$ cat src/rtl/core/sarp_pkg.sv
`default_nettype none

package sarp_pkg;

  localparam int BYTE_W   = 8;
  localparam int ACC_W    = 20;
  localparam int ANGLE_W  = 32;
  localparam int STATUS_W = 3;
  localparam int POS_W    = 4;

  // result status codes
  localparam logic [STATUS_W-1:0] STATUS_OK       = 3'd0;
  localparam logic [STATUS_W-1:0] STATUS_BAD_SIGN = 3'd1;
  localparam logic [STATUS_W-1:0] STATUS_NO_COLON = 3'd2;
  localparam logic [STATUS_W-1:0] STATUS_NO_SEP   = 3'd3;
  localparam logic [STATUS_W-1:0] STATUS_NO_TERM  = 3'd4;

  // reply characters
  localparam logic [BYTE_W-1:0] CHAR_HASH  = 8'h23;
  localparam logic [BYTE_W-1:0] CHAR_COLON = 8'h3A;
  localparam logic [BYTE_W-1:0] CHAR_DOT   = 8'h2E;
  localparam logic [BYTE_W-1:0] CHAR_PLUS  = 8'h2B;
  localparam logic [BYTE_W-1:0] CHAR_MINUS = 8'h2D;

  // full circle is 86400 s (RA) or 1296000 arcsec (Dec); both hold 2^7,
  // so the scale becomes acc * 2^25 / odd divisor
  localparam int ACC_SCALE    = 25;
  localparam int DIV_W        = 14;
  localparam int RA_DIV       = 675;
  localparam int DEC_DIV      = 10125;
  localparam int RECIP_SHIFT  = ACC_W;
  localparam int RECIP_W      = 36;
  localparam int PROD_W       = ACC_W + RECIP_W;
  // remainder lies below twice the largest divisor
  localparam int REM_W        = 15;

  localparam logic [RECIP_W-1:0] RECIP_RA =
    RECIP_W'((64'd1 << (ACC_SCALE + RECIP_SHIFT)) / 64'(RA_DIV));
  localparam logic [RECIP_W-1:0] RECIP_DEC =
    RECIP_W'((64'd1 << (ACC_SCALE + RECIP_SHIFT)) / 64'(DEC_DIV));

endpackage

`default_nettype wire

$ cat src/rtl/core/sarp_if.sv
`default_nettype none

interface sarp_in_if;
  import sarp_pkg::*;

  logic              valid;
  logic              ready;
  logic [BYTE_W-1:0] rx_byte;
  logic              reply_kind;

  modport source (output valid, rx_byte, reply_kind, input ready);
  modport sink   (input valid, rx_byte, reply_kind, output ready);
endinterface

interface sarp_out_if;
  import sarp_pkg::*;

  logic                valid;
  logic                ready;
  logic [STATUS_W-1:0] status;
  logic [ANGLE_W-1:0]  angle_word;
  logic                has_seconds;
  logic                was_dec;

  modport source (output valid, status, angle_word, has_seconds, was_dec, input ready);
  modport sink   (input valid, status, angle_word, has_seconds, was_dec, output ready);
endinterface

`default_nettype wire

$ cat src/rtl/core/sexagesimal_angle_reply_parser.sv
`default_nettype none

// Sexagesimal RA/Dec reply parser. Reply bytes arrive one per transfer on in_i, with
// reply_kind (0 RA, 1 Dec) sampled on the first byte of a reply; one leading '#' is
// skipped. RA is HH:MM:SS# or HH:MM.T#, Dec is sign DD <any byte> MM then '#' or
// :SS#; digit bytes contribute their low nibble unchecked. The terminator or a syntax
// error yields one transfer on out_o: the angle scaled so a full circle is 2^32
// (two's complement for negative Dec), the long-format flag and the reply kind, or an
// error status with a zero angle, after which parsing restarts. A byte is taken every
// cycle while in_i.ready is high; a result reaches out_o through the reply register
// loaded by the transfer of its last byte, the reciprocal multiply stage, the
// remainder stage and the output register. Each of the four stages holds one
// result, so a stalled output stops bytes only once all four stages are full.
module sexagesimal_angle_reply_parser (
  input  wire        clk_i,
  input  wire        rst_ni,
  sarp_in_if.sink    in_i,
  sarp_out_if.source out_o
);
  import sarp_pkg::*;

  // reply position: idle, leading hash seen, then data byte index + 2
  localparam logic [POS_W-1:0] POS_IDLE = 4'd0;
  localparam logic [POS_W-1:0] POS_HASH = 4'd1;
  localparam logic [POS_W-1:0] POS_LAST = 4'd10;

  // RA data bytes
  localparam logic [POS_W-1:0] RA_HOUR_HI  = 4'd0;
  localparam logic [POS_W-1:0] RA_HOUR_LO  = 4'd1;
  localparam logic [POS_W-1:0] RA_COLON    = 4'd2;
  localparam logic [POS_W-1:0] RA_MIN_HI   = 4'd3;
  localparam logic [POS_W-1:0] RA_MIN_LO   = 4'd4;
  localparam logic [POS_W-1:0] RA_SEP      = 4'd5;
  localparam logic [POS_W-1:0] RA_FIELD_HI = 4'd6;
  localparam logic [POS_W-1:0] RA_FIELD_LO = 4'd7;
  localparam logic [POS_W-1:0] RA_TERM     = 4'd8;

  // Dec data bytes
  localparam logic [POS_W-1:0] DEC_SIGN     = 4'd0;
  localparam logic [POS_W-1:0] DEC_DEG_HI   = 4'd1;
  localparam logic [POS_W-1:0] DEC_DEG_LO   = 4'd2;
  localparam logic [POS_W-1:0] DEC_DEG_MARK = 4'd3;
  localparam logic [POS_W-1:0] DEC_MIN_HI   = 4'd4;
  localparam logic [POS_W-1:0] DEC_MIN_LO   = 4'd5;
  localparam logic [POS_W-1:0] DEC_SEP      = 4'd6;
  localparam logic [POS_W-1:0] DEC_SEC_HI   = 4'd7;
  localparam logic [POS_W-1:0] DEC_SEC_LO   = 4'd8;
  localparam logic [POS_W-1:0] DEC_TERM     = 4'd9;

  // ---------------------------------------------------------------------------
  // elastic stage handshake: a stage may load when empty or when it drains
  // ---------------------------------------------------------------------------
  logic a_valid_q, b_valid_q, c_valid_q, out_valid_q;
  logic a_free, b_free, c_free, out_free;
  logic in_fire;

  assign out_free = !out_valid_q || out_o.ready;
  assign c_free   = !c_valid_q || out_free;
  assign b_free   = !b_valid_q || c_free;
  assign a_free   = !a_valid_q || b_free;

  assign in_i.ready = a_free;
  assign in_fire    = in_i.valid && a_free;

  // ---------------------------------------------------------------------------
  // byte parser
  // ---------------------------------------------------------------------------
  logic [POS_W-1:0] pos_q, pos_d;
  logic [ACC_W-1:0] acc_q, acc_d;
  logic             neg_q, neg_d;
  logic             kind_q, kind_d;
  logic             short_q, short_d;

  logic [POS_W-1:0]    pos_eff, step;
  logic                kind_cur, neg_cur, short_cur, skip_hash;
  logic [ACC_W-1:0]    acc_cur, nib, acc_mac6, acc_mac10, acc_x6, acc_x60;
  logic                emit;
  logic [STATUS_W-1:0] res_status;
  logic [ACC_W-1:0]    res_acc;
  logic                res_long;
  logic [BYTE_W-1:0]   rx;

  assign rx  = in_i.rx_byte;
  assign nib = ACC_W'(rx[3:0]);

  always_comb begin
    // a position the parser never reaches starts a new reply
    pos_eff   = (pos_q > POS_LAST) ? POS_IDLE : pos_q;
    kind_cur  = kind_q;
    acc_cur   = acc_q;
    neg_cur   = neg_q;
    short_cur = short_q;
    skip_hash = 1'b0;
    step      = pos_eff - 4'd1;
    if (pos_eff == POS_IDLE) begin
      kind_cur  = in_i.reply_kind;
      acc_cur   = '0;
      neg_cur   = 1'b0;
      short_cur = 1'b0;
      skip_hash = (rx == CHAR_HASH);
      step      = '0;
    end
  end

  // narrow constant multiplies, shift-and-add in practice
  assign acc_mac6  = ACC_W'(acc_cur * 20'd6 + nib);
  assign acc_mac10 = ACC_W'(acc_cur * 20'd10 + nib);
  assign acc_x6    = ACC_W'(acc_cur * 20'd6);
  assign acc_x60   = ACC_W'(acc_cur * 20'd60);

  always_comb begin
    pos_d      = pos_q;
    acc_d      = acc_q;
    neg_d      = neg_q;
    kind_d     = kind_q;
    short_d    = short_q;
    emit       = 1'b0;
    res_status = STATUS_OK;
    res_acc    = '0;
    res_long   = 1'b0;

    if (in_fire) begin
      kind_d  = kind_cur;
      acc_d   = acc_cur;
      neg_d   = neg_cur;
      short_d = short_cur;

      if (skip_hash) begin
        pos_d = POS_HASH;
      end else begin
        pos_d = step + 4'd2;
        if (!kind_cur) begin
          case (step)
            RA_HOUR_HI: acc_d = nib;
            RA_HOUR_LO: acc_d = acc_mac10;
            RA_COLON: begin
              if (rx != CHAR_COLON) begin
                emit       = 1'b1;
                res_status = STATUS_NO_COLON;
              end
            end
            RA_MIN_HI: acc_d = acc_mac6;
            RA_MIN_LO: acc_d = acc_mac10;
            RA_SEP: begin
              if (rx == CHAR_COLON) begin
                short_d = 1'b0;
              end else if (rx == CHAR_DOT) begin
                short_d = 1'b1;
              end else begin
                emit       = 1'b1;
                res_status = STATUS_NO_SEP;
              end
            end
            RA_FIELD_HI: acc_d = short_cur ? acc_mac10 : acc_mac6;
            RA_FIELD_LO: begin
              if (!short_cur) begin
                acc_d = acc_mac10;
              end else if (rx != CHAR_HASH) begin
                emit       = 1'b1;
                res_status = STATUS_NO_TERM;
              end else begin
                // tenths of a minute: six seconds each
                acc_d   = acc_x6;
                emit    = 1'b1;
                res_acc = acc_x6;
              end
            end
            RA_TERM: begin
              if (short_cur) begin
                pos_d = POS_IDLE;
              end else if (rx != CHAR_HASH) begin
                emit       = 1'b1;
                res_status = STATUS_NO_TERM;
              end else begin
                emit     = 1'b1;
                res_acc  = acc_cur;
                res_long = 1'b1;
              end
            end
            default: pos_d = POS_IDLE;
          endcase
        end else begin
          case (step)
            DEC_SIGN: begin
              if (rx == CHAR_PLUS) begin
                neg_d = 1'b0;
              end else if (rx == CHAR_MINUS) begin
                neg_d = 1'b1;
              end else begin
                emit       = 1'b1;
                res_status = STATUS_BAD_SIGN;
              end
            end
            DEC_DEG_HI:   acc_d = nib;
            DEC_DEG_LO:   acc_d = acc_mac10;
            DEC_DEG_MARK: acc_d = acc_cur;   // degree mark, any byte tolerated
            DEC_MIN_HI:   acc_d = acc_mac6;
            DEC_MIN_LO:   acc_d = acc_mac10;
            DEC_SEP: begin
              if (rx == CHAR_HASH) begin
                // minutes only: scale to arcseconds
                short_d = 1'b1;
                acc_d   = acc_x60;
                emit    = 1'b1;
                res_acc = acc_x60;
              end else if (rx == CHAR_COLON) begin
                short_d = 1'b0;
              end else begin
                emit       = 1'b1;
                res_status = STATUS_NO_SEP;
              end
            end
            DEC_SEC_HI: acc_d = acc_mac6;
            DEC_SEC_LO: acc_d = acc_mac10;
            DEC_TERM: begin
              emit = 1'b1;
              if (rx != CHAR_HASH) begin
                res_status = STATUS_NO_TERM;
              end else begin
                res_acc  = acc_cur;
                res_long = 1'b1;
              end
            end
            default: pos_d = POS_IDLE;
          endcase
        end
        if (emit) begin
          pos_d = POS_IDLE;
        end
      end
    end
  end

  always_ff @(posedge clk_i or negedge rst_ni) begin
    if (!rst_ni) begin
      pos_q   <= POS_IDLE;
      acc_q   <= '0;
      neg_q   <= 1'b0;
      kind_q  <= 1'b0;
      short_q <= 1'b0;
    end else begin
      pos_q   <= pos_d;
      acc_q   <= acc_d;
      neg_q   <= neg_d;
      kind_q  <= kind_d;
      short_q <= short_d;
    end
  end

  // ---------------------------------------------------------------------------
  // stage a: finished reply
  // ---------------------------------------------------------------------------
  logic [STATUS_W-1:0] a_status_q;
  logic [ACC_W-1:0]    a_acc_q;
  logic                a_kind_q, a_neg_q, a_long_q;

  always_ff @(posedge clk_i) begin
    if (in_fire && emit) begin
      a_status_q <= res_status;
      a_acc_q    <= res_acc;
      a_kind_q   <= kind_cur;
      a_neg_q    <= neg_cur;
      a_long_q   <= res_long;
    end
  end

  // ---------------------------------------------------------------------------
  // stage b: quotient estimate acc * floor(2^45 / div) >> 20, low or exact
  // by one; only the low 32 bits of the quotient matter
  // ---------------------------------------------------------------------------
  logic [RECIP_W-1:0]  recip_a;
  logic [PROD_W-1:0]   prod_a;
  logic [STATUS_W-1:0] b_status_q;
  logic [ANGLE_W-1:0]  b_q0_q;
  logic                b_kind_q, b_neg_q, b_long_q;

  assign recip_a = a_kind_q ? RECIP_DEC : RECIP_RA;
  assign prod_a  = a_acc_q * recip_a;

  always_ff @(posedge clk_i) begin
    if (a_valid_q && b_free) begin
      b_status_q <= a_status_q;
      b_q0_q     <= prod_a[RECIP_SHIFT +: ANGLE_W];
      b_kind_q   <= a_kind_q;
      b_neg_q    <= a_neg_q;
      b_long_q   <= a_long_q;
    end
  end

  // ---------------------------------------------------------------------------
  // stage c: remainder acc*2^25 - q0*div, known to lie in [0, 2*div), so
  // its low bits are enough and the acc*2^25 term vanishes
  // ---------------------------------------------------------------------------
  logic [DIV_W-1:0]       div_b;
  logic [REM_W+DIV_W-1:0] rem_prod_b;
  logic [STATUS_W-1:0]    c_status_q;
  logic [ANGLE_W-1:0]     c_q0_q;
  logic [REM_W-1:0]       c_rem_q;
  logic                   c_kind_q, c_neg_q, c_long_q;

  assign div_b      = b_kind_q ? DIV_W'(DEC_DIV) : DIV_W'(RA_DIV);
  assign rem_prod_b = b_q0_q[REM_W-1:0] * div_b;

  always_ff @(posedge clk_i) begin
    if (b_valid_q && c_free) begin
      c_status_q <= b_status_q;
      c_q0_q     <= b_q0_q;
      c_rem_q    <= REM_W'(15'd0 - rem_prod_b[REM_W-1:0]);
      c_kind_q   <= b_kind_q;
      c_neg_q    <= b_neg_q;
      c_long_q   <= b_long_q;
    end
  end

  // ---------------------------------------------------------------------------
  // output stage: correct the estimate, negate with ceiling for negative Dec
  // ---------------------------------------------------------------------------
  logic [REM_W-1:0]    div_c;
  logic                bump_c, rem_nz_c;
  logic [ANGLE_W-1:0]  quot_c, angle_c;
  logic [STATUS_W-1:0] out_status_q;
  logic [ANGLE_W-1:0]  out_angle_q;
  logic                out_long_q, out_dec_q;

  assign div_c    = c_kind_q ? REM_W'(DEC_DIV) : REM_W'(RA_DIV);
  assign bump_c   = (c_rem_q >= div_c);
  assign rem_nz_c = bump_c ? (c_rem_q != div_c) : (c_rem_q != '0);
  assign quot_c   = c_q0_q + ANGLE_W'(bump_c);

  always_comb begin
    if (c_status_q != STATUS_OK) begin
      angle_c = '0;
    end else if (c_kind_q && c_neg_q) begin
      angle_c = ANGLE_W'(32'd0 - quot_c - ANGLE_W'(rem_nz_c));
    end else begin
      angle_c = quot_c;
    end
  end

  always_ff @(posedge clk_i) begin
    if (c_valid_q && out_free) begin
      out_status_q <= c_status_q;
      out_angle_q  <= angle_c;
      out_long_q   <= c_long_q;
      out_dec_q    <= c_kind_q;
    end
  end

  // stage valid bits
  always_ff @(posedge clk_i or negedge rst_ni) begin
    if (!rst_ni) begin
      a_valid_q   <= 1'b0;
      b_valid_q   <= 1'b0;
      c_valid_q   <= 1'b0;
      out_valid_q <= 1'b0;
    end else begin
      if (a_free) begin
        a_valid_q <= in_fire && emit;
      end
      if (b_free) begin
        b_valid_q <= a_valid_q;
      end
      if (c_free) begin
        c_valid_q <= b_valid_q;
      end
      if (out_free) begin
        out_valid_q <= c_valid_q;
      end
    end
  end

  assign out_o.valid       = out_valid_q;
  assign out_o.status      = out_status_q;
  assign out_o.angle_word  = out_angle_q;
  assign out_o.has_seconds = out_long_q;
  assign out_o.was_dec     = out_dec_q;

endmodule

`default_nettype wire

$ cat src/flat_wrapper.sv
// flat-port wrapper written by rule: the top's interface ports become plain ports
module sexagesimal_angle_reply_parser_flat import sarp_pkg::*;
  (clk_i, rst_ni, in_i_valid, in_i_rx_byte, in_i_reply_kind, in_i_ready, out_o_valid, out_o_status, out_o_angle_word, out_o_has_seconds, out_o_was_dec, out_o_ready);
  sarp_in_if in_i_i ();
  sarp_out_if out_o_i ();
  input  wire clk_i;
  input  wire rst_ni;
  input wire logic [$bits(in_i_i.valid)-1:0] in_i_valid;
  input wire logic [$bits(in_i_i.rx_byte)-1:0] in_i_rx_byte;
  input wire logic [$bits(in_i_i.reply_kind)-1:0] in_i_reply_kind;
  output wire logic [$bits(in_i_i.ready)-1:0] in_i_ready;
  output wire logic [$bits(out_o_i.valid)-1:0] out_o_valid;
  output wire logic [$bits(out_o_i.status)-1:0] out_o_status;
  output wire logic [$bits(out_o_i.angle_word)-1:0] out_o_angle_word;
  output wire logic [$bits(out_o_i.has_seconds)-1:0] out_o_has_seconds;
  output wire logic [$bits(out_o_i.was_dec)-1:0] out_o_was_dec;
  input wire logic [$bits(out_o_i.ready)-1:0] out_o_ready;
  assign in_i_i.valid = in_i_valid;
  assign in_i_i.rx_byte = in_i_rx_byte;
  assign in_i_i.reply_kind = in_i_reply_kind;
  assign in_i_ready = in_i_i.ready;
  assign out_o_valid = out_o_i.valid;
  assign out_o_status = out_o_i.status;
  assign out_o_angle_word = out_o_i.angle_word;
  assign out_o_has_seconds = out_o_i.has_seconds;
  assign out_o_was_dec = out_o_i.was_dec;
  assign out_o_i.ready = out_o_ready;
  sexagesimal_angle_reply_parser u_core (.clk_i(clk_i), .rst_ni(rst_ni), .in_i(in_i_i), .out_o(out_o_i));
endmodule
$ cat config.mk
export PLATFORM = sky130hd
export DESIGN_NAME = sexagesimal_angle_reply_parser_flat
export DESIGN_NICKNAME = d
export VERILOG_FILES = /design/src/rtl/core/sarp_pkg.sv /design/src/rtl/core/sarp_if.sv /design/src/rtl/core/sexagesimal_angle_reply_parser.sv /design/src/flat_wrapper.sv
export SDC_FILE = /design/constraint.sdc
export NUM_CORES = 2
export LEC_CHECK = 0
export BUFFER_PORTS_ARGS = -buffer_cell sky130_fd_sc_hd__buf_2
export CAP_MARGIN = 20
export CORE_AREA = 2 2 269 271
export CTS_BUF_LIST = sky130_fd_sc_hd__clkbuf_4 sky130_fd_sc_hd__clkbuf_8 sky130_fd_sc_hd__clkbuf_16
export DETAILED_ROUTE_END_ITERATION = 7
export DIE_AREA = 0 0 271 273
export PLACE_DENSITY = 0.59
export SLEW_MARGIN = 15
export SYNTH_ARGS = -nofsm -noshare
export SYNTH_HDL_FRONTEND = slang
export SYNTH_SLANG_ARGS = --single-unit
export TNS_END_PERCENT = 50
$ cat constraint.sdc
create_clock -name clk_i -period 7.2 [get_ports clk_i]
set_clock_uncertainty 0.15 [all_clocks]
set_input_delay 0.72 -clock clk_i [delete_from_list [all_inputs] [get_ports clk_i]]
set_output_delay 0.72 -clock clk_i [all_outputs]
set_load 0.02 [all_outputs]
==> impl_metrics.py <==
metrics = {
    "outcome": {
        "outcome": "finished, final reports clean",
    },
    "worst_setup_path": {
        "crit_required_ns": 7.29,
        "slowest_cell_on_crit_path": "sky130_fd_sc_hd__fa_1",
        "crit_path_max_incr_delay_ns": 0.51,
        "timing.critical_path.from_type": "flop",
        "critical_path.endpoint_type": "flop",
        "timing.critical_path.fanout_max": 20,
        "rr_endpoint": "u_core.b_q0_q[30]",
        "critPathArrivalTime_ns": 7.14,
        "r2r.worst_path.cells": 26,
        "reg2reg_slack_ns": 0.15,
        "worst-setup-path-type": "flop to flop",
        "crit_path_frequent_cell": "sky130_fd_sc_hd__fa_1",
        "rr_startpoint": "u_core.a_kind_q",
    },
    "synthesis": {
        "synth_async_sr_flop_share_pct": 16.8,
        "synth_sequential_area_ratio_pct": 16.9,
        "yosysMostFrequentCell": "sky130_fd_sc_hd__inv_1",
        "synthesis.area_mm2": 0.0318,
        "yosys.area.top_type": "sky130_fd_sc_hd__fa_1",
        "yosys-top-cells-count": "sky130_fd_sc_hd__inv_1, sky130_fd_sc_hd__ha_1, sky130_fd_sc_hd__fa_1",
        "synth.ff_latch_count": 184,
        "synth_top_cell_area_share_pct": 25.3,
        "synth-warning-count": 0,
        "post_synth_main_area_contributors": "sky130_fd_sc_hd__fa_1, sky130_fd_sc_hd__ha_1, sky130_fd_sc_hd__edfxtp_1",
        "synth_enable_flop_cells": 153,
        "yosys.cell_types.count": 94,
        "syn_avg_cell_area_um2": 9.24,
        "synth_cells": 3441,
        "ys_dominant_reg_cell": "sky130_fd_sc_hd__edfxtp_1",
    },
    "sta": {
        "maxSlewHeadroom_pct": 24.9,
        "grt_setup_unrepaired": "true",
        "setup_viol": 0,
        "timing.setup.tns_ns": 0,
        "fin_crit_share_pct": 98.0,
        "final.min_clock_period_ns": 7.05,
        "achievable-frequency_ghz": 0.142,
        "drv_slew": 0,
        "worst_pin_slew_ns": 1.12,
        "hold_viol": 0,
    },
    "cts": {
        "inserted_clock_buffers": 17,
        "worst_setup_hold_path_clk_slew_ns": 0.08,
        "cts-hold-fix-buffers": 0,
        "clockBufferDepth": 2,
        "tritoncts": "done",
        "clock_tree.root_cell": "sky130_fd_sc_hd__clkbuf_16",
        "clock_latency_ns": 0.50,
        "cts-htree-levels": 4,
        "sink_count_of_the_clock_tree": 184,
    },
    "drt": {
        "postRouteAntennaNets": 0,
        "dr.pass1.iters": 8,
        "number_of_vias_in_the_routed_layout": 24700,
        "drt_drc_violations_left": 0,
        "drtIter0Drc": 2101,
        "viasPerCell": 5.43,
        "detail_route.wl_per_cell_um": 20.2,
        "wirelength_um": 92200,
    },
    "placed_design": {
        "placed_cells": 4519,
        "placed_area_mm2": 0.0341,
        "port_buffers": 51,
        "dp_hpwl_um": 78500,
        "routabilityCongestion": 0.968,
    },
    "cells_and_area": {
        "stdcell_count": 4556,
        "num-nets-final": 4453,
        "drive_above_1_share_pct": 8.82,
        "area_delta_synth_final_pct": 9.81,
        "area_of_all_placed_cells_without_fillers_mm2": 0.0349,
        "antenna_cells": 0,
    },
    "worst_hold_path": {
        "timing.hold.worst.class": "primary input to asynchronous set/reset pin",
    },
    "grt": {
        "initial_antenna_violation_count": 0,
        "vias_in_the_first_global_route": 25000,
        "globalRoute.totalOverflow": 0,
        "grt_first_pass_wirelength_um": 145000,
        "largest_net_degree_at_the_start_of_global_routing": 53,
        "globalRouteTotalUtil_pct": 25.7,
    },
    "die": {
        "ioPinCount": 52,
        "core_region_area_mm2": 0.0710,
        "std_cell_rows": 98,
        "floorplan.die.height_um": 273,
        "die_area_mm2": 0.0740,
        "start_util_pct": 44.8,
        "die_width_um": 271,
    },
    "run": {
        "maxCapViolCount": 0,
    },
}
[worst max path at each step]
| stage | from | end | slack (ns) | cells past startpoint |
|---|---|---|---|---|
| final | u_core.a_kind_q | u_core.b_q0_q[30] | 0.15 | 26 |
| after floorplan | u_core.a_kind_q | u_core.b_q0_q[29] | 0.001 | 29 |
| after detailed placement | u_core.a_kind_q | u_core.b_q0_q[29] | -0.02 | 25 |
| after global routing | u_core.a_kind_q | u_core.b_q0_q[30] | -0.16 | 28 |
| after CTS | u_core.a_kind_q | u_core.b_q0_q[29] | 0.007 | 26 |
| after global placement | u_core.a_kind_q | u_core.b_q0_q[29] | 0.18 | 25 |
[metal layers]
layer | up-vias | wire (µm) | track usage, %
li1 | 11800 | - | -
met1 | 12000 | 42400 | 36.1
met2 | 810 | 40000 | 39.7
met3 | 142 | 6730 | 4.96
met4 | 0 | 3100 | 8.46
met5 | - | 0 | 0
[cells by family (layout without fill, tap and decap cells)]
| group | after synthesis | count (layout) | synth area share (%) |
|---|---|---|---|
| mux | 6 | 6 | 0.193 |
| simple gates | 792 | 792 | 12.2 |
| xor+xnor | 183 | 183 | 5.07 |
| flops | 184 | 184 | 16.9 |
| buf+inv | 801 | 944 | 9.52 |
| other cells | 2 | 24 | 0.0236 |
| compound gates | 626 | 626 | 13.2 |
| fa+ha+maj | 847 | 847 | 42.8 |
[area by class of cell]
type / count / area (µm²)
inverter: 718 / 2700
tap: 950 / 1190
multi-input combinational: 2478 / 23700
timing repair buffer: 194 / 1390
clock inverter: 14 / 150
fill: 6753 / 36100
clock buffer: 18 / 433
sequential: 184 / 5370
[timing repair]
| action | CTS | global route |
|---|---|---|
| setup buffers | 0 | 4 |
| resized for setup | 1 | 36 |
| endpoints found under the setup margin | 1 | 23 |
| pin swaps | 0 | 5 |
| endpoints found under the hold margin | 0 | 0 |
[stage by stage]
stage | worst slack, ns | hold WS, ns | util [%]
after floorplan | 0.00103 | 0.250 | -
after detailed placement | -0.0163 | 0.255 | 48.0
after global routing | -0.161 | 0.212 | 49.2
after CTS | 0.00712 | 0.184 | 48.9
after global placement | 0.175 | 0.251 | 48.0
final | 0.146 | 0.183 | 49.2
[placed cells by master, fill, tap and decap left out, types with 11 or more instances in the layout]
| cell type | n |
|---|---|
| sky130_fd_sc_hd__inv_1 | 715 |
| sky130_fd_sc_hd__ha_1 | 440 |
| sky130_fd_sc_hd__fa_1 | 398 |
| sky130_fd_sc_hd__nand2_1 | 221 |
| sky130_fd_sc_hd__nor2_1 | 216 |
| sky130_fd_sc_hd__edfxtp_1 | 153 |
| sky130_fd_sc_hd__a21oi_1 | 145 |
| sky130_fd_sc_hd__buf_4 | 139 |
| sky130_fd_sc_hd__xnor2_1 | 125 |
| sky130_fd_sc_hd__o21ai_0 | 124 |
| sky130_fd_sc_hd__xor2_1 | 57 |
| sky130_fd_sc_hd__nand2b_1 | 51 |
| sky130_fd_sc_hd__buf_2 | 51 |
| sky130_fd_sc_hd__nand3_1 | 49 |
| sky130_fd_sc_hd__a21o_1 | 44 |
| sky130_fd_sc_hd__a211oi_1 | 39 |
| sky130_fd_sc_hd__nor3_1 | 38 |
| sky130_fd_sc_hd__nor2b_1 | 33 |
| sky130_fd_sc_hd__nand4_1 | 31 |
| sky130_fd_sc_hd__dfrtp_1 | 31 |
| sky130_fd_sc_hd__and2_1 | 27 |
| sky130_fd_sc_hd__o21a_1 | 27 |
| sky130_fd_sc_hd__o31ai_1 | 27 |
| sky130_fd_sc_hd__conb_1 | 24 |
| sky130_fd_sc_hd__and3_1 | 18 |
| sky130_fd_sc_hd__or2_2 | 17 |
| sky130_fd_sc_hd__a31oi_1 | 17 |
| sky130_fd_sc_hd__clkbuf_16 | 17 |
| sky130_fd_sc_hd__o221ai_1 | 16 |
| sky130_fd_sc_hd__o22ai_1 | 16 |
| sky130_fd_sc_hd__o211ai_1 | 15 |
| sky130_fd_sc_hd__or3_1 | 14 |
| sky130_fd_sc_hd__a22oi_1 | 14 |
| sky130_fd_sc_hd__o21ai_1 | 12 |
| sky130_fd_sc_hd__a221oi_1 | 12 |
| sky130_fd_sc_hd__a21boi_0 | 12 |
| sky130_fd_sc_hd__nor4_1 | 11 |
| sky130_fd_sc_hd__a211o_1 | 11 |
[registers in the layout (all words and copies together), names as in the netlist, 4 cells and up]
| register | count |
|---|---|
| u_core.out_o.angle_word | 32 |
| u_core.c_q0_q | 31 |
| u_core.b_q0_q | 32 |
| u_core.pos_q | 4 |
| u_core.c_rem_q | 15 |
| u_core.acc_q | 20 |
| u_core.a_acc_q | 20 |
[worst max-delay path: cells and delay by family (launching register included)]
kind	cells	cell delay, ns
xor+xnor	1	0.13
fa+ha+maj	8	3.32
buf+inv	7	0.71
flops	1	0.42
compound gates	6	1.22
simple gates	4	0.85
Power is not shown: default switching activity piles up to over one toggle a cycle in this logic, so the estimate is an artifact.
